==> config.mk <==
export PLATFORM = sky130hd
export DESIGN_NAME = midi_channel_message_parser_top
export DESIGN_NICKNAME = d
export VERILOG_FILES = /design/src/rtl/mcmp_pkg.sv /design/src/rtl/midi_channel_message_parser_top.sv
export VERILOG_INCLUDE_DIRS = /design/src /design/src/rtl
export SDC_FILE = /design/constraint.sdc
export NUM_CORES = 1
export LEC_CHECK = 0
export CORE_MARGIN = 2
export CORE_UTILIZATION = 60
export DETAILED_ROUTE_END_ITERATION = 8
export DONT_BUFFER_PORTS = 1
export GPL_ROUTABILITY_DRIVEN = 1
export GPL_TIMING_DRIVEN = 0
export HOLD_SLACK_MARGIN = 0.05
export PLACE_DENSITY_LB_ADDON = 0.3
export SYNTH_ARGS = -nofsm -noshare
export SYNTH_HDL_FRONTEND = slang
export SYNTH_SLANG_ARGS = --single-unit
==> constraint.sdc <==
create_clock -name clk -period 7.85 [get_ports clk]
set_clock_uncertainty 0.15 [all_clocks]
set_input_delay 1.57 -clock clk [delete_from_list [all_inputs] [get_ports clk]]
set_output_delay 1.57 -clock clk [all_outputs]
set_load 0.01 [all_outputs]
==> src/rtl/midi_channel_message_parser_top_defines.svh <==
// Assertion macros for the MIDI channel message parser.
`ifndef MIDI_CHANNEL_MESSAGE_PARSER_TOP_DEFINES_SVH
`define MIDI_CHANNEL_MESSAGE_PARSER_TOP_DEFINES_SVH

// Same-cycle implication, checked out of reset.
`define MCMP_ASSERT_IMP(label, clk, rst_n, ante, cons, msg) \
  label: assert property (@(posedge clk) disable iff (!rst_n) (ante) |-> (cons)) \
    else $error(msg);

// Next-cycle implication, checked out of reset.
`define MCMP_ASSERT_NXT(label, clk, rst_n, ante, cons, msg) \
  label: assert property (@(posedge clk) disable iff (!rst_n) (ante) |=> (cons)) \
    else $error(msg);

`endif

==> src/rtl/mcmp_pkg.sv <==
// Types, byte codes and decode helpers for the MIDI channel message parser.
package mcmp_pkg;

  localparam int unsigned BYTE_W  = 8;
  localparam int unsigned KIND_W  = 3;
  localparam int unsigned CHAN_W  = 4;
  localparam int unsigned VALUE_W = 7;

  localparam logic [BYTE_W-1:0] MSG_STATUS_BIT  = 8'b1000_0000;
  localparam logic [BYTE_W-1:0] MSG_TYPE_MASK   = 8'b1111_0000;
  localparam logic [BYTE_W-1:0] MSG_CLOCK       = 8'b1111_1000;
  localparam logic [BYTE_W-1:0] MSG_START       = 8'b1111_1010;
  localparam logic [BYTE_W-1:0] MSG_NOTE_OFF    = 8'b1000_0000;
  localparam logic [BYTE_W-1:0] MSG_NOTE_ON     = 8'b1001_0000;
  localparam logic [BYTE_W-1:0] MSG_POLY_AT     = 8'b1010_0000;
  localparam logic [BYTE_W-1:0] MSG_CTRL_CHANGE = 8'b1011_0000;
  localparam logic [BYTE_W-1:0] MSG_PITCH_BEND  = 8'b1110_0000;

  typedef enum logic [KIND_W-1:0] {
    KIND_NOTE_OFF    = 3'd0,
    KIND_NOTE_ON     = 3'd1,
    KIND_CTRL_CHANGE = 3'd2,
    KIND_PITCH_BEND  = 3'd3,
    KIND_CLOCK       = 3'd4,
    KIND_START       = 3'd5
  } event_kind_t;

  function automatic logic takes_two_data(input logic [BYTE_W-1:0] status);
    logic [BYTE_W-1:0] t;
    t = status & MSG_TYPE_MASK;
    return t inside {MSG_NOTE_OFF, MSG_NOTE_ON, MSG_POLY_AT, MSG_CTRL_CHANGE,
                     MSG_PITCH_BEND};
  endfunction

endpackage

==> src/rtl/midi_channel_message_parser_top.sv <==
// MIDI channel message parser with running status: byte in, event out.
//
//   channel | direction | handshake          | payload
//   in_     | in        | in_valid/in_stall   | in_rx_byte
//   out_    | out       | out_valid/out_stall | out_event_kind, out_channel,
//           |           |                     | out_first_value, out_second_value
//
// One byte per cycle while the result register is not stalled; a byte enters the input
// register at its transfer and is decoded into the result register as it advances.
// Running status and the held data byte update as a byte leaves the input register.
// Synchronous active-low reset clears both stage valids and the parser state.
// in_stall rises only when a byte that yields an event waits behind a stalled result.
`include "midi_channel_message_parser_top_defines.svh"

module midi_channel_message_parser_top (
  input  logic                          clk,
  input  logic                          rst_n,
  input  logic                          in_valid,
  output logic                          in_stall,
  input  logic [mcmp_pkg::BYTE_W-1:0]   in_rx_byte,
  output logic                          out_valid,
  input  logic                          out_stall,
  output logic [mcmp_pkg::KIND_W-1:0]   out_event_kind,
  output logic [mcmp_pkg::CHAN_W-1:0]   out_channel,
  output logic [mcmp_pkg::VALUE_W-1:0]  out_first_value,
  output logic [mcmp_pkg::VALUE_W-1:0]  out_second_value
);
  import mcmp_pkg::*;

  logic                s1_valid_r;
  logic [BYTE_W-1:0]   s1_byte_r;

  logic [BYTE_W-1:0]   rs_r, rs_nxt;
  logic                have_first_r, have_first_nxt;
  logic [VALUE_W-1:0]  held_r, held_nxt;

  logic                out_valid_r;
  event_kind_t         kind_r, kind_nxt;
  logic [CHAN_W-1:0]   chan_r, chan_nxt;
  logic [VALUE_W-1:0]  v1_r, v1_nxt;
  logic [VALUE_W-1:0]  v2_r, v2_nxt;

  logic                emit;
  logic                out_free;
  logic                advance;
  logic                in_take;

  always_comb begin
    rs_nxt         = rs_r;
    have_first_nxt = have_first_r;
    held_nxt       = held_r;
    emit           = 1'b0;
    kind_nxt       = KIND_CLOCK;
    chan_nxt       = '0;
    v1_nxt         = '0;
    v2_nxt         = '0;
    if ((s1_byte_r & MSG_STATUS_BIT) != '0) begin
      have_first_nxt = 1'b0;
      held_nxt       = '0;
      if (s1_byte_r == MSG_CLOCK) begin
        rs_nxt   = '0;
        emit     = 1'b1;
        kind_nxt = KIND_CLOCK;
      end else if (s1_byte_r == MSG_START) begin
        rs_nxt   = '0;
        emit     = 1'b1;
        kind_nxt = KIND_START;
      end else begin
        rs_nxt = takes_two_data(s1_byte_r) ? s1_byte_r : '0;
      end
    end else if (rs_r != '0) begin
      if (!have_first_r) begin
        held_nxt       = s1_byte_r[VALUE_W-1:0];
        have_first_nxt = 1'b1;
      end else begin
        have_first_nxt = 1'b0;
        chan_nxt       = rs_r[CHAN_W-1:0];
        v1_nxt         = held_r;
        v2_nxt         = s1_byte_r[VALUE_W-1:0];
        case (rs_r & MSG_TYPE_MASK)
          MSG_NOTE_OFF: begin
            emit     = 1'b1;
            kind_nxt = KIND_NOTE_OFF;
          end
          MSG_NOTE_ON: begin
            emit     = 1'b1;
            kind_nxt = KIND_NOTE_ON;
          end
          MSG_CTRL_CHANGE: begin
            emit     = 1'b1;
            kind_nxt = KIND_CTRL_CHANGE;
          end
          MSG_PITCH_BEND: begin
            emit     = 1'b1;
            kind_nxt = KIND_PITCH_BEND;
          end
          default: begin
            emit = 1'b0;
          end
        endcase
      end
    end
  end

  assign out_free = !out_valid_r || !out_stall;
  // A byte with no event never waits on the result register.
  assign advance  = s1_valid_r && (out_free || !emit);
  assign in_stall = s1_valid_r && !advance;
  assign in_take  = in_valid && !in_stall;

  always_ff @(posedge clk) begin
    if (!rst_n) begin
      s1_valid_r   <= 1'b0;
      out_valid_r  <= 1'b0;
      rs_r         <= '0;
      have_first_r <= 1'b0;
      held_r       <= '0;
    end else begin
      if (in_take) begin
        s1_valid_r <= 1'b1;
      end else if (advance) begin
        s1_valid_r <= 1'b0;
      end
      if (advance) begin
        rs_r         <= rs_nxt;
        have_first_r <= have_first_nxt;
        held_r       <= held_nxt;
      end
      if (advance && emit) begin
        out_valid_r <= 1'b1;
      end else if (!out_stall) begin
        out_valid_r <= 1'b0;
      end
    end
  end

  always_ff @(posedge clk) begin
    if (in_take) begin
      s1_byte_r <= in_rx_byte;
    end
    if (advance && emit) begin
      kind_r <= kind_nxt;
      chan_r <= chan_nxt;
      v1_r   <= v1_nxt;
      v2_r   <= v2_nxt;
    end
  end

  assign out_valid        = out_valid_r;
  assign out_event_kind   = kind_r;
  assign out_channel      = chan_r;
  assign out_first_value  = v1_r;
  assign out_second_value = v2_r;

  `MCMP_ASSERT_IMP(a_stall_cause, clk, rst_n, in_stall,
    out_valid_r && out_stall && s1_valid_r, "input stall without a held result")
  `MCMP_ASSERT_IMP(a_held_needs_status, clk, rst_n, have_first_r,
    rs_r[BYTE_W-1] && takes_two_data(rs_r), "data byte held with no running status")
  `MCMP_ASSERT_IMP(a_rt_payload_zero, clk, rst_n,
    out_valid_r && (kind_r == KIND_CLOCK || kind_r == KIND_START),
    chan_r == '0 && v1_r == '0 && v2_r == '0, "real-time event with nonzero payload")
  `MCMP_ASSERT_NXT(a_rt_clears_status, clk, rst_n,
    advance && (s1_byte_r == MSG_CLOCK || s1_byte_r == MSG_START),
    rs_r == '0 && !have_first_r, "real-time byte left running status set")

endmodule

==> impl_metrics.ini <==
[run_status]
run_status = finished, final reports clean

[sta]
worst_pin_slew_ps = 752
rsz0062_at_grt = false
slew_viol_final = 0
setup_viol = 0
hold_viol = 0
max_freq_mhz = 248
setup_tns_ps = 0
relSlewSlack_pct = 49.5
finalCritPeriodShare_pct = 51.4
post-route-min-period_ps = 4040

[clocking]
cts_sinks = 47
cts_tree = yes
clockRootBuffer = clkbuf_4
path_clk_slew_ps = 130
cts_resized = 0
clock_path_buffers = 2
clock_latency_ps = 370
postCtsHoldBufs = 0
cts_max_level = 2
cts_made_buffers = 5
postCtsSetupRepairBufs = 0

[run]
maxCapViolCount = 0

[yosys]
yosysWarnings = 0
ys_seq_area_share_pct = 67.1
ys_async_sr_fraction_pct = 0
syn-instance-count = 131
syn_nets = 143
synth_area_mm2 = 0.00183
synth_edf_count = 29
ys_ff_latch = 47
synth_flop_cell = edfxtp_1
avgSynthCellArea_um2 = 14.0
synth.distinct_cells = 32

[grt]
grt.overflow.total = 0
grt_pass1_wl_mm = 4.55
antenna_found_initial = 0
grt_max_degree = 21
grt_pass1_vias = 962
grtUsageTotal_pct = 18.1

[placed_design]
globalplace.congestion = 0.845
post-place-cells = 165
place_area_mm2 = 0.00189
place_hpwl_mm = 2.04
io_buffers = 0

[drt]
wire_per_inst_um = 16.3
via_count = 1056
postRouteAntennaNets = 0
first_iter_violations = 39
drcViolationCount = 0
dr.pass1.iters = 4
wl_mm = 2.83
vias_per_cell = 6.10

[layout]
fin_nets = 151
syn2layout_area_growth_pct = 6.41
layout-drive-gt1-share_pct = 12.1
postLayoutCellArea_mm2 = 0.00195
finalNonFillerCells = 173
diodes = 0

[power_and_ir_drop]
power.static_leakage_nw = 0.657
power_density_mw_per_mm2 = 206
vdd_drop_max_mv = 0.108

[critical_path]
cp.arrival_ps = 2320
reg2reg_from = rs_r[4]
critical_path_peak_fanout = 4
r2r_slack_ps = 5460
crit_type = input port to output pin
critPathCaptureType = output pin
reg2reg_depth = 5
cp.required_ps = 6130
r2r-end = s1_byte_r[2]
worstSetupStartpointType = input port

[worst_hold_path]
hold-path-endpoint = rs_r[7]
min_from = rs_r[7]
min_path_cells = 1
hp-class = flop to flop

[die]
core_area_mm2 = 0.00298
start_util_pct = 61.6
die_height_um = 59.3
row_count = 20
pin_count = 35
die_area_mm2 = 0.00352
die_x_um = 59.3
-- cell families (layout without fill, tap and decap cells) --
group | after synthesis | in the layout | synth area share, %
flip-flops | 47 | 47 | 67.1
AO/OA/AOI/OAI | 28 | 28 | 13.7
XOR/XNOR | 2 | 2 | 0.955
AND/OR/NAND/NOR | 49 | 49 | 17.1
buffers and inverters | 5 | 14 | 1.16
-- where the power goes --
part / switching, W / internal [W] / leakage [nW]
clock: 0.0000756 / 0.0000344 / 0.0288
combinational: 0.00000952 / 0.00000732 / 0.253
sequential: 0.00000763 / 0.000267 / 0.375
-- registers in the layout (all words and copies together), names as in the netlist --
register,count
s1_valid_r,1
out_first_value,7
rs_r,8
out_second_value,7
out_event_kind,3
s1_byte_r,8
held_r,7
out_channel,4
have_first_r,1
out_valid,1
-- worst max path at each step --
stage               from  depth (start not counted)        to
6_report       out_stall                          4  in_stall
2_1_floorplan  out_stall                          4  in_stall
3_5_place_dp   out_stall                          4  in_stall
4_1_cts        out_stall                          4  in_stall
5_1_grt        out_stall                          4  in_stall
3_3_place_gp   out_stall                          4  in_stall
-- cells in the final DEF (no fill, tap or decap), types with 2 or more instances in the layout --
cell	count
a21o_1	2
and2_1	26
nand2_1	6
nor4_1	2
a21oi_1	3
nand2b_1	2
a221o_1	7
dfxtp_1	18
clkbuf_4	5
a22o_1	9
buf_2	2
nor2_1	3
inv_1	2
edfxtp_1	29
-- metal layers --
| layer | wire, um | part of all wire, % | GRT usage, % | vias up |
|---|---|---|---|---|
| li1 | - | - | - | 507 |
| met1 | 1330 | 47 | 25.2 | 497 |
| met2 | 1280 | 45 | 25.7 | 44 |
| met3 | 165 | 5.8 | 6.55 | 8 |
| met4 | 49 | 1.7 | 7.79 | 0 |
| met5 | 0 | 0 | 0 | - |
-- synthesized netlist by cell type, types with 2 or more instances --
cell type   n  area, um2
edfxtp_1   29        871
buf_2       2       10.0
a22o_1      9       78.8
dfxtp_1    18        360
nand2b_1    2       12.5
nand2_1     6       22.5
a21o_1      2       15.0
inv_1       2       7.51
nor4_1      2       12.5
a21oi_1     4       20.0
a221o_1     7       70.1
nor2_1      3       11.3
and2_1     26        163
-- worst max-delay path, stage by stage --
cell and delay (ps):
nand2_1 50, nor3_1 240, a32oi_2 160, nor2_1 300
-- layout make-up --
class	instances	area [um2]
Sequential cell	47	1230
Fill cell	220	1030
Multi-Input combinational cell	79	586
Tap cell	33	41.3
Clock buffer	5	37.5
Clock inverter	3	20.0
Timing Repair Buffer	1	15.0
Buffer	3	13.8
Inverter	2	7.51
-- through the flow --
stage / util, % / worst slack [ps] / power (W) / hold WS (ps)
after floorplan: - / 3920 / 0.000291 / 299
after global placement: 63.0 / 3850 / 0.000296 / 318
after detailed placement: 63.6 / 3810 / 0.000297 / 317
after CTS: 65.5 / 3810 / 0.000404 / 350
after global routing: 65.5 / 3750 / 0.000415 / 394
final: 65.5 / 3810 / 0.000401 / 349
Power figures use the tool's default switching activity.
